File: config.mk
export PLATFORM = sky130hd
export DESIGN_NAME = gb3_queue
export DESIGN_NICKNAME = d
export VERILOG_FILES = /design/src/design/gb3_pkg.sv /design/src/design/gb3_queue.sv
export SDC_FILE = /design/constraint.sdc
export NUM_CORES = 1
export LEC_CHECK = 0
export BUFFER_PORTS_ARGS = -buffer_cell sky130_fd_sc_hd__clkbuf_2
export CAP_MARGIN = 20
export CORE_MARGIN = 2
export CORE_UTILIZATION = 35
export CTS_CLUSTER_DIAMETER = 200
export DETAILED_ROUTE_END_ITERATION = 16
export PLACE_DENSITY_LB_ADDON = 0.05
export REMOVE_ABC_BUFFERS = 1
export SYNTH_ARGS = -nofsm -noshare
export SYNTH_HDL_FRONTEND = slang
export SYNTH_SLANG_ARGS = --single-unit
export TNS_END_PERCENT = 10
File: constraint.sdc
create_clock -name clk -period 3.3 [get_ports clk]
set_input_delay 0.495 -clock clk [delete_from_list [all_inputs] [get_ports clk]]
set_output_delay 0.495 -clock clk [all_outputs]
set_load 0.1 [all_outputs]
File: src/design/gb3_pkg.sv
// Shared types and constants of the 3x3 Gaussian blur block.
// No dependencies; every other file of the block imports this package.
package gb3_pkg;

  // Pixel and result widths
  localparam int PIX_W = 8;
  localparam int KERNEL_SHIFT = 4;
  localparam int SUM_W = PIX_W + KERNEL_SHIFT;

  // Default size limits, handed to the top level as parameter defaults
  localparam int DEF_MAX_WIDTH = 1024;
  localparam int DEF_MAX_HEIGHT = 4096;

  // Configuration port
  localparam int CFG_INDEX_W = 4;
  localparam int CFG_DATA_W = 13;
  localparam int FRAME_WIDTH_W = 11;
  localparam int FRAME_HEIGHT_W = 13;
  localparam logic [CFG_INDEX_W-1:0] REG_FRAME_WIDTH = CFG_INDEX_W'(0);
  localparam logic [CFG_INDEX_W-1:0] REG_FRAME_HEIGHT = CFG_INDEX_W'(1);

  // Input item kinds
  localparam logic MODE_PUSH = 1'b0;
  localparam logic MODE_FLUSH = 1'b1;

  // Depth of the queue between front and back
  localparam int QUEUE_DEPTH = 4;

  // One pixel step as the front hands it to the back. The column travels
  // beside it, since its width follows the size parameters.
  typedef struct packed {
    logic             virt;     // virtual step: bottom row repeats the middle row
    logic             top_mid;  // second row of the frame: top row repeats the middle
    logic             emit;     // this step completes an output pixel
    logic             last;     // that output pixel is the final one of the frame
    logic             clamp_l;  // output column is the left edge
    logic             clamp_r;  // output column is the right edge
    logic [PIX_W-1:0] pix;
  } gb3_op_t;

endpackage

File: src/design/gb3_queue.sv
// Short queue of pixel steps between the front and back of the blur block.
// Depends on gb3_pkg.
module gb3_queue import gb3_pkg::*; #(
  parameter int COL_W = $clog2(DEF_MAX_WIDTH)
) (
  input  logic             clk,
  input  logic             rst,
  input  logic             push,
  input  gb3_op_t          push_op,
  input  logic [COL_W-1:0] push_col,
  output logic             not_full,
  input  logic             pop,
  output gb3_op_t          head_op,
  output logic [COL_W-1:0] head_col,
  output logic             not_empty
);

  localparam int PW = $clog2(QUEUE_DEPTH);
  localparam int NW = $clog2(QUEUE_DEPTH + 1);

  gb3_op_t          ops [QUEUE_DEPTH];
  logic [COL_W-1:0] cols [QUEUE_DEPTH];
  logic [PW-1:0]    wr_ptr;
  logic [PW-1:0]    rd_ptr;
  logic [NW-1:0]    count;
  logic             do_pop;

  assign not_full  = count != NW'(QUEUE_DEPTH);
  assign not_empty = count != '0;
  assign do_pop    = pop && not_empty;
  assign head_op   = ops[rd_ptr];
  assign head_col  = cols[rd_ptr];

  always_ff @(posedge clk) begin
    if (push) begin
      ops[wr_ptr]  <= push_op;
      cols[wr_ptr] <= push_col;
    end
  end

  always_ff @(posedge clk) begin
    if (rst) begin
      wr_ptr <= '0;
      rd_ptr <= '0;
      count  <= '0;
    end else begin
      if (push) begin
        wr_ptr <= wr_ptr + PW'(1);
      end
      if (do_pop) begin
        rd_ptr <= rd_ptr + PW'(1);
      end
      case ({push, do_pop})
        2'b10:   count <= count + NW'(1);
        2'b01:   count <= count - NW'(1);
        default: count <= count;
      endcase
    end
  end

  a_no_overflow: assert property (@(posedge clk) disable iff (rst)
    push |-> not_full)
    else $error("step pushed into a full queue");

  a_count_bound: assert property (@(posedge clk) disable iff (rst)
    count <= NW'(QUEUE_DEPTH))
    else $error("queue fill count out of range");

endmodule

==> results.txt <==
Die ar.: 12200 µm²
VDD IR max: 0.000662 V
Initial Util: 36.1%
vias in the first global route: 2002
worst hold path type: in2reg
pin count of the biggest net entering global routing: 25
post-synthesis compound-gate area fraction: 0.823%
final hold vios: 0
Iter 0 DRT Violations: 60
area leader, netlist: edfxtp_1
drt pass-1 iters: 4
Synth Area in Adders: 2.09%
post-synthesis register bit count: 105
Power Density: 850 nW/µm²
Yosys cell types: 22
Worst Tran Pin Value: 0.552 ns
yosys warns: 0
num rows: 38
xor/xnor share of the synthesized area: 1.11%
Slew headroom: 63.3%
Gate power share: 33.6%
NetSw: 1.52 mW
final WL: 6.86 mm
TNS Setup: 0 ns
share of the synthesized area in the top cell type: 73.0%
CP Capture Type: output pin
count leader, synth: edfxtp_1
share of cells above drive strength 1: 39.1%
initial antenna violation count: 0
WP data arrival: 2.16 ns
vias per cell: 4.86
Setup WS pre-CTS: 0.928 ns
number of setup buffers added after CTS: 0
Top Ports: 54
Worst Hold Launch: push_col[9]
CP Class: reg2out
Post-synth EDFFs: 96
Sw Ratio: 38.2%
Post-CTS Hold Fix Bufs: 0
GRT overflow: 0
ys flop type: edfxtp_1
Port Buf Inserts: 53
wire length of the first global-routing pass: 10.6 mm
total global-route track usage: 12.5%
P_leak: 1.62 nW
simple-gate share of the synthesized area: 1.84%
Clock Tree Buf Depth: 2
dpl hpwl: 4.32 mm
Worst setup SP type: register
post-synthesis mux area share: 14.3%
clk sink count: 105
P_int: 2.46 mW
final slew viol count: 0
Routed Antenna Nets: 0
Residual DRC: 0
Nets: 272
Reg power frac: 40.4%
routability cong.: 0.634
main combinational cell family by area after synthesis: multiplexers
Syn Area/Cell: 22.7 µm²
fill count: 967
setup violators final: 0
root buf cell: clkbuf_16
Resize count post-CTS: 0
Core Region: 10900 µm²
Cell Area, Synth: 3950 µm²
Worst-path clk slew: 0.06 ns
die height: 110 µm
worst r2r src: count[0]
Seq/Total Area, Yosys: 77.5%
vias: 1861
CP max FO: 12
final clock skew: 0.00753 ns
status: finished, final reports clean
worst path required time: 2.80 ns
TritonCTS clock tree: done
post-DR wirelength/cell: 17.9 µm
min setup slack post-route: 0.650 ns
clock power share: 26.0%
asr flop ratio synth: 0%
Die Width: 110 µm
min Tclk post-route: 2.65 ns
clk_lat worst skew: 0.33 ns
CTS Buf Count: 9
Final period util: 80.3%
H-tree levels: 3
n_diodes: 0
Commonest cells post-synth: edfxtp_1, mux4_2, dfxtp_1, nor2_1, inv_1
unrepaired setup endpoints after global routing: false
Max Freq: 377 MHz
count of max-cap constraint violations: 0
Mapped Cells: 174
top cells by area, synth: edfxtp_1, mux4_2, dfxtp_1
layout overhead on the synthesized area: 18.3%
==> power groups by stage <==
stage / sequential, mW / clock [mW] / combinational [mW]
2_1_floorplan: 1.65 / 0 / 1.10
3_3_place_gp: 1.63 / 0 / 1.34
3_5_place_dp: 1.64 / 0 / 1.35
4_1_cts: 1.61 / 1.07 / 1.36
5_1_grt: 1.62 / 1.13 / 1.40
6_report: 1.61 / 1.03 / 1.33
==> registers in the layout, indices dropped and copies added (netlist names), named ones only <==
name / flops
count: 3
cols: 40
ops: 56
rd_ptr: 2
wr_ptr: 2
==> cell usage in the layout (no fill, tap or decap) <==
master and n:
mux4_1 4, a21oi_1 2, o21ai_0 1, buf_4 7
mux4_2 20, ha_1 5, xnor2_1 2, o311ai_0 1
o31a_1 1, inv_6 1, mux2i_1 1, or3_1 2
clkinv_4 1, clkbuf_1 2, inv_1 6, nand3_1 1
clkinv_2 1, clkbuf_8 1, clkbuf_16 9, dfxtp_1 8
dfxtp_2 1, fa_1 1, bufinv_16 1, edfxtp_1 96
xor2_1 3, clkbuf_2 53, nor2_1 8, and2_1 4
==> layer usage <==
layer	track usage (%)	part of all wire (%)	wire length, µm
met1	14.0	40	2760
met2	22.4	54	3710
met3	3.23	4.5	310
met4	5.27	1.1	72
met5	0	0	0
==> cells by family (layout without fill, tap and decap cells) <==
logic type               after synthesis  in the layout
adder cells (fa/ha/maj)                6              6
AO/OA/AOI/OAI                          5              5
flip-flops                           105            105
AND/OR/NAND/NOR                       15             15
buffers and inverters                 13             82
XOR/XNOR                               5              5
multiplexers                          25             25
==> final cells by class <==
type,instances,area (µm²),area share [%]
Inverter,6,22.5,0.482
Tap cell,140,175,3.75
Timing Repair Buffer,60,318,6.80
Clock inverter,4,52.6,1.12
Multi-Input combinational cell,56,797,17.0
Sequential cell,105,3060,65.5
Clock buffer,12,246,5.27
==> critical path, cell delays in order, from the launching register on <==
cell	delay [ns]
dfxtp_2	0.59
buf_4	0.29
mux4_1	0.56
clkbuf_2	0.38
==> per-stage QoR <==
step / util, % / std cells / hold WS [ns] / power, mW / cell area (µm²)
final: 42.8 / 383 / 0.382 / 3.98 / 4680
after global routing: 42.8 / 383 / 0.364 / 4.15 / 4680
after CTS: 42.8 / 383 / 0.368 / 4.04 / 4680
after detailed placement: 40.0 / 367 / 0.510 / 2.99 / 4380
after global placement: 40.0 / 367 / 0.505 / 2.97 / 4380
after floorplan: - / 167 / 0.482 / 2.75 / 3880
==> final timing paths <==
| check | to | slack (ns) | cells past startpoint |
|---|---|---|---|
| worst max-delay path | head_col[1] | 0.65 | 3 |
| worst min-delay path | cols[0][9] | 0.38 | 1 |
| worst max register to register | count[2] | 1.35 | 7 |
| worst min register to register | rd_ptr[1] | 0.53 | 2 |
Power figures use the tool's default switching activity.
