[config.mk]
export PLATFORM = sky130hd
export DESIGN_NAME = gb3_front_flat
export DESIGN_NICKNAME = d
export VERILOG_FILES = /design/src/design/gb3_pkg.sv /design/src/design/gb3_ifs.sv /design/src/design/gb3_front.sv /design/src/flat_wrapper.sv
export SDC_FILE = /design/constraint.sdc
export NUM_CORES = 1
export LEC_CHECK = 0
export ABC_AREA = 1
export BUFFER_PORTS_ARGS = -buffer_cell sky130_fd_sc_hd__buf_2
export CAP_MARGIN = 20
export CORE_MARGIN = 2
export CORE_UTILIZATION = 52
export DETAILED_ROUTE_END_ITERATION = 8
export HOLD_SLACK_MARGIN = 0.1
export PLACE_DENSITY = 0.87
export SETUP_SLACK_MARGIN = 0.3
export SLEW_MARGIN = 20
export SYNTH_ARGS = -nofsm -noshare
export SYNTH_HDL_FRONTEND = slang
export SYNTH_SLANG_ARGS = --single-unit
[constraint.sdc]
create_clock -name clk -period 2.98 [get_ports clk]
set_clock_uncertainty 0.2 [all_clocks]
set_input_delay 0.894 -clock clk [delete_from_list [all_inputs] [get_ports clk]]
set_output_delay 0.894 -clock clk [all_outputs]
set_load 0.005 [all_outputs]
[src/design/gb3_pkg.sv]
// Shared types and constants of the 3x3 Gaussian blur block.
// No dependencies; every other file of the block imports this package.
package gb3_pkg;

  // Pixel and result widths
  localparam int PIX_W = 8;
  localparam int KERNEL_SHIFT = 4;
  localparam int SUM_W = PIX_W + KERNEL_SHIFT;

  // Default size limits, handed to the top level as parameter defaults
  localparam int DEF_MAX_WIDTH = 1024;
  localparam int DEF_MAX_HEIGHT = 4096;

  // Configuration port
  localparam int CFG_INDEX_W = 4;
  localparam int CFG_DATA_W = 13;
  localparam int FRAME_WIDTH_W = 11;
  localparam int FRAME_HEIGHT_W = 13;
  localparam logic [CFG_INDEX_W-1:0] REG_FRAME_WIDTH = CFG_INDEX_W'(0);
  localparam logic [CFG_INDEX_W-1:0] REG_FRAME_HEIGHT = CFG_INDEX_W'(1);

  // Input item kinds
  localparam logic MODE_PUSH = 1'b0;
  localparam logic MODE_FLUSH = 1'b1;

  // Depth of the queue between front and back
  localparam int QUEUE_DEPTH = 4;

  // One pixel step as the front hands it to the back. The column travels
  // beside it, since its width follows the size parameters.
  typedef struct packed {
    logic             virt;     // virtual step: bottom row repeats the middle row
    logic             top_mid;  // second row of the frame: top row repeats the middle
    logic             emit;     // this step completes an output pixel
    logic             last;     // that output pixel is the final one of the frame
    logic             clamp_l;  // output column is the left edge
    logic             clamp_r;  // output column is the right edge
    logic [PIX_W-1:0] pix;
  } gb3_op_t;

endpackage

[src/design/gb3_ifs.sv]
// Handshake channels of the blur block: pixel input, result output and
// configuration writes. Depends on gb3_pkg.
interface gb3_pix_if import gb3_pkg::*; ();
  logic             valid;
  logic             ready;
  logic             mode;
  logic [PIX_W-1:0] pixel_in;

  modport source (output valid, mode, pixel_in, input ready);
  modport sink (input valid, mode, pixel_in, output ready);
endinterface


interface gb3_cfg_if import gb3_pkg::*; ();
  logic                   valid;
  logic                   ready;
  logic [CFG_INDEX_W-1:0] index;
  logic [CFG_DATA_W-1:0]  data;

  modport source (output valid, index, data, input ready);
  modport sink (input valid, index, data, output ready);
endinterface

[src/design/gb3_front.sv]
// Front end of the blur block: holds the frame size and raster position,
// classifies each input item and issues pixel steps. Depends on gb3_pkg, gb3_ifs.
module gb3_front import gb3_pkg::*; #(
  parameter int MAX_WIDTH = DEF_MAX_WIDTH,
  parameter int MAX_HEIGHT = DEF_MAX_HEIGHT
) (
  input  logic                         clk,
  input  logic                         rst,
  gb3_pix_if.sink                      pixels,
  gb3_cfg_if.sink                      cfg,
  input  logic                         q_not_full,
  output logic                         push,
  output gb3_op_t                      op,
  output logic [$clog2(MAX_WIDTH)-1:0] op_col
);

  localparam int CW = $clog2(MAX_WIDTH);
  localparam int WW = $clog2(MAX_WIDTH + 1);
  localparam int HW = $clog2(MAX_HEIGHT + 1);
  localparam int YW = $clog2(MAX_HEIGHT + 2);

  logic [WW-1:0] width;
  logic [HW-1:0] height;
  logic [CW-1:0] col;
  logic [YW-1:0] row;

  logic [WW-1:0] width_sat;
  logic [HW-1:0] height_sat;
  logic          in_done;
  logic          is_push;
  logic          take_step;
  logic          emit;
  logic          last;
  logic          col_end;

  assign cfg.ready = 1'b1;

  always_comb begin
    width_sat = WW'(MAX_WIDTH);
    if (cfg.data[FRAME_WIDTH_W-1:0] == '0) begin
      width_sat = WW'(1);
    end else if (32'(cfg.data[FRAME_WIDTH_W-1:0]) <= 32'(MAX_WIDTH)) begin
      width_sat = WW'(cfg.data[FRAME_WIDTH_W-1:0]);
    end
    height_sat = HW'(MAX_HEIGHT);
    if (cfg.data[FRAME_HEIGHT_W-1:0] == '0) begin
      height_sat = HW'(1);
    end else if (32'(cfg.data[FRAME_HEIGHT_W-1:0]) <= 32'(MAX_HEIGHT)) begin
      height_sat = HW'(cfg.data[FRAME_HEIGHT_W-1:0]);
    end
  end

  // Once the row count reaches the height, every real pixel is in and only
  // flush items move the raster on, through the virtual rows below the frame.
  always_comb begin
    in_done   = row >= YW'(height);
    is_push   = pixels.mode == MODE_PUSH;
    take_step = is_push ? !in_done : in_done;
    emit      = (row >= YW'(2)) || ((row == YW'(1)) && (col != '0));
    last      = (row == YW'(height) + YW'(1)) && (col == '0);
    col_end   = WW'(col) == width - WW'(1);
  end

  // A flush that does not yet complete an output (single-row frames) issues
  // its step but is held, so its next issued step is the one that does.
  assign pixels.ready = q_not_full && !(!is_push && in_done && !emit);
  assign push = pixels.valid && q_not_full && take_step;

  always_comb begin
    op.virt    = !is_push;
    op.top_mid = row == YW'(1);
    op.emit    = emit;
    op.last    = last;
    op.clamp_l = (col == CW'(1)) || ((col == '0) && (width == WW'(1)));
    op.clamp_r = col == '0;
    op.pix     = pixels.pixel_in;
    op_col     = col;
  end

  always_ff @(posedge clk) begin
    if (rst) begin
      width  <= WW'(1);
      height <= HW'(1);
      col    <= '0;
      row    <= '0;
    end else if (cfg.valid && (cfg.index == REG_FRAME_WIDTH)) begin
      width <= width_sat;
      col   <= '0;
      row   <= '0;
    end else if (cfg.valid && (cfg.index == REG_FRAME_HEIGHT)) begin
      height <= height_sat;
      col    <= '0;
      row    <= '0;
    end else if (push) begin
      if (emit && last) begin
        col <= '0;
        row <= '0;
      end else if (col_end) begin
        col <= '0;
        row <= row + YW'(1);
      end else begin
        col <= col + CW'(1);
      end
    end
  end

  a_last_emits: assert property (@(posedge clk) disable iff (rst)
    push && op.last |-> op.emit)
    else $error("final step of a frame issued without an output");

  a_row_bound: assert property (@(posedge clk) disable iff (rst)
    row <= YW'(height) + YW'(1))
    else $error("raster row ran past the drain rows");

  a_flush_gives_result: assert property (@(posedge clk) disable iff (rst)
    pixels.valid && pixels.ready && (pixels.mode == MODE_FLUSH) && in_done
    |-> push && op.emit)
    else $error("accepted flush item issued no output step");

endmodule

[src/flat_wrapper.sv]
// flat-port wrapper written by rule: the top's interface ports become plain ports
module gb3_front_flat import gb3_pkg::*;
#(
  parameter int MAX_WIDTH = DEF_MAX_WIDTH,
  parameter int MAX_HEIGHT = DEF_MAX_HEIGHT
)
  (clk, rst, q_not_full, push, op, op_col, pixels_valid, pixels_mode, pixels_pixel_in, pixels_ready, cfg_valid, cfg_index, cfg_data, cfg_ready);
  gb3_pix_if pixels_i ();
  gb3_cfg_if cfg_i ();
  input  logic clk;
  input  logic rst;
  input  logic q_not_full;
  output logic push;
  output gb3_op_t op;
  output logic [$clog2(MAX_WIDTH)-1:0] op_col;
  input wire logic [$bits(pixels_i.valid)-1:0] pixels_valid;
  input wire logic [$bits(pixels_i.mode)-1:0] pixels_mode;
  input wire logic [$bits(pixels_i.pixel_in)-1:0] pixels_pixel_in;
  output wire logic [$bits(pixels_i.ready)-1:0] pixels_ready;
  input wire logic [$bits(cfg_i.valid)-1:0] cfg_valid;
  input wire logic [$bits(cfg_i.index)-1:0] cfg_index;
  input wire logic [$bits(cfg_i.data)-1:0] cfg_data;
  output wire logic [$bits(cfg_i.ready)-1:0] cfg_ready;
  assign pixels_i.valid = pixels_valid;
  assign pixels_i.mode = pixels_mode;
  assign pixels_i.pixel_in = pixels_pixel_in;
  assign pixels_ready = pixels_i.ready;
  assign cfg_i.valid = cfg_valid;
  assign cfg_i.index = cfg_index;
  assign cfg_i.data = cfg_data;
  assign cfg_ready = cfg_i.ready;
  gb3_front #(.MAX_WIDTH(MAX_WIDTH), .MAX_HEIGHT(MAX_HEIGHT)) u_core (.clk(clk), .rst(rst), .pixels(pixels_i), .cfg(cfg_i), .q_not_full(q_not_full), .push(push), .op(op), .op_col(op_col));
endmodule
==> impl_metrics.toml, run 1 <==
[status]
status = "finished with violations"
violations = "setup timing"

[placement]
gp_congestion = 0.923
dp_cells = 721
io_buffers = 40
dp_hpwl_mm = 7.64

[worst_setup_path]
critPathMaxFanout = 3
cp_slowest_stage_delay_ns = 0.37
worstSetupEndpointType = "output port"
required_ns = 1.89
critPathTopFamily = "adder cells"
critPathArrivalTime_ns = 2.10
path_buf_inv = 4
cpMaxStageDelayCell = "dfxtp_1"
crit_chain = "inv_1 > ha_1 > nand2_1 > nor2_2 > nand2_1 > o211a_1 > nand3_2 > ha_4 > inv_2 > o21ai_1 > inv_1 > buf_2"
worst-setup-path-type = "flip-flop to output port"
cp-start-kind = "flip-flop"

[synth]
synth_nets = 637
yosys_most_used_dff = "dfxtp_1"
yosys-top-cells-area = "dfxtp_1, nand2_1, nor2_1, ha_1, inv_1"
synth_edf_count = 0
async_reset_ff_share_pct = 0
ys_types = 36
avgSynthCellArea_um2 = 6.27
yosys.area.top_type_share_pct = 25.8
yosysSeqAreaShare_pct = 25.8
yosysMostFrequentCell = "nand2_1"
synth_area_um2 = 3650
ys_ff_latch = 47
synth.largest_area_cell = "dfxtp_1"
ys_warn_count = 0
synth_common_cells = "nand2_1, nor2_1, inv_1"
synthCells = 583

[routing]
finalWirelength_mm = 11.4
ant_nets = 0
firstDrtPassIters = 5
num_vias = 4128
drtIter0Drc = 339
viasPerCell = 5.46
wire_per_inst_um = 15.0
drc_errors = 0

[clock_network]
cts_tree = "done"
clockBufferDepth = 2
clkLatencyLatePin_ns = 0.32
clk_root_buffer_cell = "clkbuf_8"
numClockSinks = 47
cts_buffers = 5
htreeDepth = 2
cts.clk_slew.worst_paths_ns = 0.09

[finish]
ff_latch_area_um2 = 967
fill_cells = 552
diodes = 0
syn2layout_area_growth_pct = 30.1
stdcell_count = 756
multi_input_area_um2 = 2610
layout.nets = 713
drive_above_1_share_pct = 29.7

[sta]
fin_crit_ns = 3.19
setup-violations-final = 3
slew_headroom_pct = 51.5
rsz0062_at_grt = "true"
tightest_slew_ns = 0.726
setup_ws_ns = -0.214
period_share_pct = 107
slew_viol_final = 0
fmax_ghz = 0.313
hold_viol = 0

[power_and_ir_drop]
power.total_mw = 3.62
p_seq_share_pct = 21.7
p_sw_mw = 1.63
intPower_mw = 1.99
power_leakage_nw = 2.24
power_frac_clock_pct = 11.0
p_per_area_nw_per_um2 = 762
p_sw_share_pct = 45.1
vdd_drop_max_mv = 0.315
p_comb_share_pct = 67.4

[global_routing]
grt_pass1_wl_mm = 17.4
gr-total-overflow = 0
antenna_found_initial = 0
gr-usage-all-layers_pct = 28.5
grt_pass1_vias = 3929
grt_max_degree = 23

[floorplan]
fp-row-count = 30
coreArea_um2 = 6790
fp.dieH_um = 87.8
num_io_pins = 58
dieArea_um2 = 7710
fp.dieW_um = 87.8
initial_core_util_pct = 53.8

[flow_run]
drv_cap = 0

[hold_path]
hp-class = "flip-flop to flip-flop"
## state kept, by name, indices dropped and copies added, names as in the netlist
register       count
u_core.row        13
u_core.height     13
u_core.width      11
u_core.op_col     10
## area by class of cell
type | instances | share of cell area (%)
flip-flops and latches | 47 | 20.4
clock inverters | 2 | 0.263
inverters | 81 | 6.50
well taps | 96 | 2.53
clock buffers | 6 | 1.53
multi-input cells | 435 | 54.8
repair buffers | 89 | 14.0
## worst min-delay path: cells and delay by family, from the launching register on
family	cells	cell delay, ns
DFF	1	0.34
and+or+nand+nor	1	0.06
AOI/OAI and AO/OA	1	0.05
## final timing paths
kind,slack [ns],end,from,cells past startpoint
max,-0.21,pixels_ready,u_core.height[12],12
min,0.29,u_core.height[6],u_core.height[6],2
max reg2reg,0.06,u_core.row[2],u_core.height[1],23
min reg2reg,0.29,u_core.height[6],u_core.height[6],2
## kinds of logic (layout without fill, tap and decap cells)
| logic type | Yosys count | in the layout | share of synthesized area (%) |
|---|---|---|---|
| AOI/OAI and AO/OA | 65 | 65 | 9.32 |
| xor gates and xnor gates | 29 | 29 | 7.33 |
| adders and majority gates | 23 | 23 | 7.88 |
| buffers and inverters | 102 | 178 | 12.0 |
| DFF | 47 | 47 | 25.8 |
| other | 1 | 1 | 0.103 |
| and+or+nand+nor | 316 | 317 | 37.6 |
## metal layers
| layer | vias up | global-route usage [%] | routed length, um |
|---|---|---|---|
| met5 | - | 0 | 0 |
| met4 | 0 | 10.3 | 475 |
| met3 | 44 | 4.15 | 732 |
| met2 | 200 | 53.6 | 5770 |
| met1 | 1893 | 32.4 | 4400 |
| li1 | 1991 | - | - |
## power groups by stage
stage	logic (mW)	clock network (mW)	registers, mW
floorplan	1.17	0	0.798
global placement	1.56	0	0.777
detailed placement	1.62	0	0.782
CTS	2.02	0.398	0.771
global route	2.62	0.426	0.789
finish	2.44	0.397	0.785
## cells in the final DEF (no fill, tap or decap), types with 3 or more instances in the layout
master    instances
a21oi_1          32
a21oi_2           9
buf_2            40
buf_4            35
buf_6            10
clkbuf_8          5
dfxtp_1          34
dfxtp_2           9
dfxtp_4           4
ha_1             17
ha_4              6
inv_1            63
inv_2            14
nand2_1         139
nand2_2          13
nand2_4           6
nand3_1          26
nand3_2          11
nand3b_1          3
nand4_1          12
nor2_1           69
nor2_2           11
nor2_4            6
nor3_1           10
o21ai_0          14
o21ai_1           4
xnor2_1           7
xor2_1           21
## through the flow
stage	setup slack (ns)	utilization [%]	cell area, um^2	hold WS (ns)	TNS, ns
finish	-0.214	69.9	4750	0.286	-0.431
floorplan	0.148	-	3710	0.255	0
CTS	-0.192	66.3	4510	0.284	-0.379
global route	-0.341	69.9	4750	0.298	-1.70
global placement	0.113	59.7	4060	0.273	0
detailed placement	0.0871	59.7	4060	0.285	0
## repair_timing
item | in CTS | in global routing
gates resized for setup | 69 | 41
pin swaps | 38 | 15
buffers inserted | 15 | 8
endpoints found under the setup margin | 12 | 29
cloned | 1 | 3
hold buffers | 0 | 0
No activity file was read; power rests on OpenSTA's default activity.
==> run 2: changes to the inputs <==
--- a/config.mk
+++ b/config.mk
@@ -9,10 +9,11 @@
 export BUFFER_PORTS_ARGS = -buffer_cell sky130_fd_sc_hd__buf_2
 export CAP_MARGIN = 20
 export CORE_MARGIN = 2
-export CORE_UTILIZATION = 52
+export CORE_UTILIZATION = 62
 export DETAILED_ROUTE_END_ITERATION = 8
 export HOLD_SLACK_MARGIN = 0.1
-export PLACE_DENSITY = 0.87
+export MAX_ROUTING_LAYER = met4
+export PLACE_DENSITY = 0.95
 export SETUP_SLACK_MARGIN = 0.3
 export SLEW_MARGIN = 20
 export SYNTH_ARGS = -nofsm -noshare
==> constraint.sdc (replaced) <==
create_clock -name clk -period 3.97 [get_ports clk]
set_clock_uncertainty 0.2 [all_clocks]
set_input_delay 1.191 -clock clk [delete_from_list [all_inputs] [get_ports clk]]
set_output_delay 1.191 -clock clk [all_outputs]
set_load 0.005 [all_outputs]
==> run 2 against run 1 <==
  * Setup slack better by 0.63 ns
  * Count of clock-buffer cells in the layout grew 1
  * Sequential power down 21%
  * Register-to-register slack improved by 0.94 ns
  * Final area down 17%
  * Critical path depth down 1
  * Wire length is 23% lower
  * The run now ends clean
  * Combinational power down 57%
==> impl_metrics.toml, run 2 (same netlist as run 1, synthesis figures left out) <==
[status]
status = "finished, final reports clean"

[power_and_ir_drop]
intPower_mw = 1.06
power_leakage_nw = 1.91
p_per_area_nw_per_um2 = 493
p_comb_share_pct = 53.4
power.total_mw = 1.94
p_sw_mw = 0.881
p_seq_share_pct = 31.8
power_frac_clock_pct = 14.7
vdd_drop_max_mv = 0.343
p_sw_share_pct = 45.3

[worst_setup_path]
required_ns = 2.58
worstSetupEndpointType = "output port"
critPathArrivalTime_ns = 2.16
worst-setup-path-type = "flip-flop to output port"
critPathMaxFanout = 5
cp-start-kind = "flip-flop"

[sta]
hold_viol = 0
fmax_ghz = 0.281
rsz0062_at_grt = "true"
final.setup.tns_ns = 0
whs_ns = 0.289
slew_viol_final = 0
setup_ws_ns = 0.417
period_share_pct = 89.5
setup-violations-final = 0
fin_crit_ns = 3.55

[floorplan]
dieArea_um2 = 6520
fp-row-count = 27
fp.dieH_um = 80.8
fp.dieW_um = 80.8
coreArea_um2 = 5610
num_io_pins = 58
initial_core_util_pct = 65.1

[routing]
viasPerCell = 5.47
drc_errors = 0
wire_per_inst_um = 12.8
firstDrtPassIters = 5
finalWirelength_mm = 8.78
ant_nets = 0
drtIter0Drc = 221
num_vias = 3742

[clock_network]
cts.clk_slew.worst_paths_ns = 0.08
htreeDepth = 2
cts_tree = "done"
clockBufferDepth = 2
clkLatencyLatePin_ns = 0.30
clk_root_buffer_cell = "clkbuf_8"
cts_buffers = 5
numClockSinks = 47

[finish]
fin_util_pct = 70.3
drive_above_1_share_pct = 12.3
diodes = 0
fill_cells = 503
layout_common_cells = "nand2_1, nor2_1, inv_1"
layout_commonest_cell = "nand2_1"
stdcell_count = 684
final_area_um2 = 3940
largestRegisters = "u_core.height x13, u_core.row x13, u_core.width x11"
layout.nets = 665
syn2layout_area_growth_pct = 7.84

[hold_path]
hp-class = "flip-flop to flip-flop"

[placement]
gp_congestion = 0.919
placed_area_um2 = 3820
io_buffers = 40
dp_slack_ns = 0.480
dp_cells = 675
dp_hpwl_mm = 6.88

[global_routing]
gr-total-overflow = 0
grt_pass1_vias = 3414
grt_max_degree = 23
grt_pass1_wl_mm = 14.7
gr-usage-all-layers_pct = 29.1
antenna_found_initial = 0

[flow_run]
drv_cap = 0
-- run 2: changes by cell type in the layout (fill, tap and decap cells not counted), moves of 10 or more --
cell,before,now
buf_6,10,0
nand3_2,11,1
nand3_1,26,36
nand2_1,139,155
inv_2,14,2
nand2_2,13,3
buf_4,35,2
inv_1,63,75
-- run 2: worst max-delay path, cell delays in order (launching register included) --
cell and delay [ns]:
dfxtp_2 0.37, inv_1 0.06, ha_1 0.29, nand2_1 0.08, o21ai_1 0.05, a21oi_1 0.17, nor2_1 0.05, o211ai_1 0.15
nand3_1 0.09, ha_1 0.29, nor2_2 0.13, buf_2 0.13
-- run 2: worst paths after layout --
| path | startpoint | end | slack [ns] | depth (start not counted) |
|---|---|---|---|---|
| setup / recovery | u_core.height[1] | push | 0.42 | 11 |
| setup reg to reg | u_core.height[1] | u_core.op_col[9] | 1.00 | 15 |
| hold reg to reg | u_core.height[6] | u_core.height[6] | 0.29 | 2 |
| hold / removal | u_core.height[6] | u_core.height[6] | 0.29 | 2 |
-- run 2: power groups by stage --
stage | Sequential [mW] | Combinational [mW] | Clock (mW)
after detailed placement | 0.624 | 0.992 | 0
after CTS | 0.614 | 1.01 | 0.286
after global routing | 0.626 | 1.19 | 0.303
after floorplan | 0.596 | 0.810 | 0
after global placement | 0.620 | 0.949 | 0
final | 0.619 | 1.04 | 0.286
-- run 2: layer usage --
metal	wire length [um]	track usage [%]
met5	0	-
met3	425	3.78
met2	4340	51.3
met1	3750	33.7
met4	263	11.5
-- run 2: layout make-up --
class,instances,area (um^2),area share (%)
clock buffer,7,76.3,1.94
multi-input combinational,434,2290,58.2
sequential,47,955,24.2
clock inverter,1,5.00,0.127
tap,72,90.1,2.29
timing repair buffer,42,215,5.46
inverter,81,307,7.78
-- run 2: timing repair --
action                     in CTS  in global routing
buffers inserted                0                  1
resized for setup               4                 11
setup endpoints to repair       2                  2
pin swaps                       1                  1
hold buffers                    0                  0
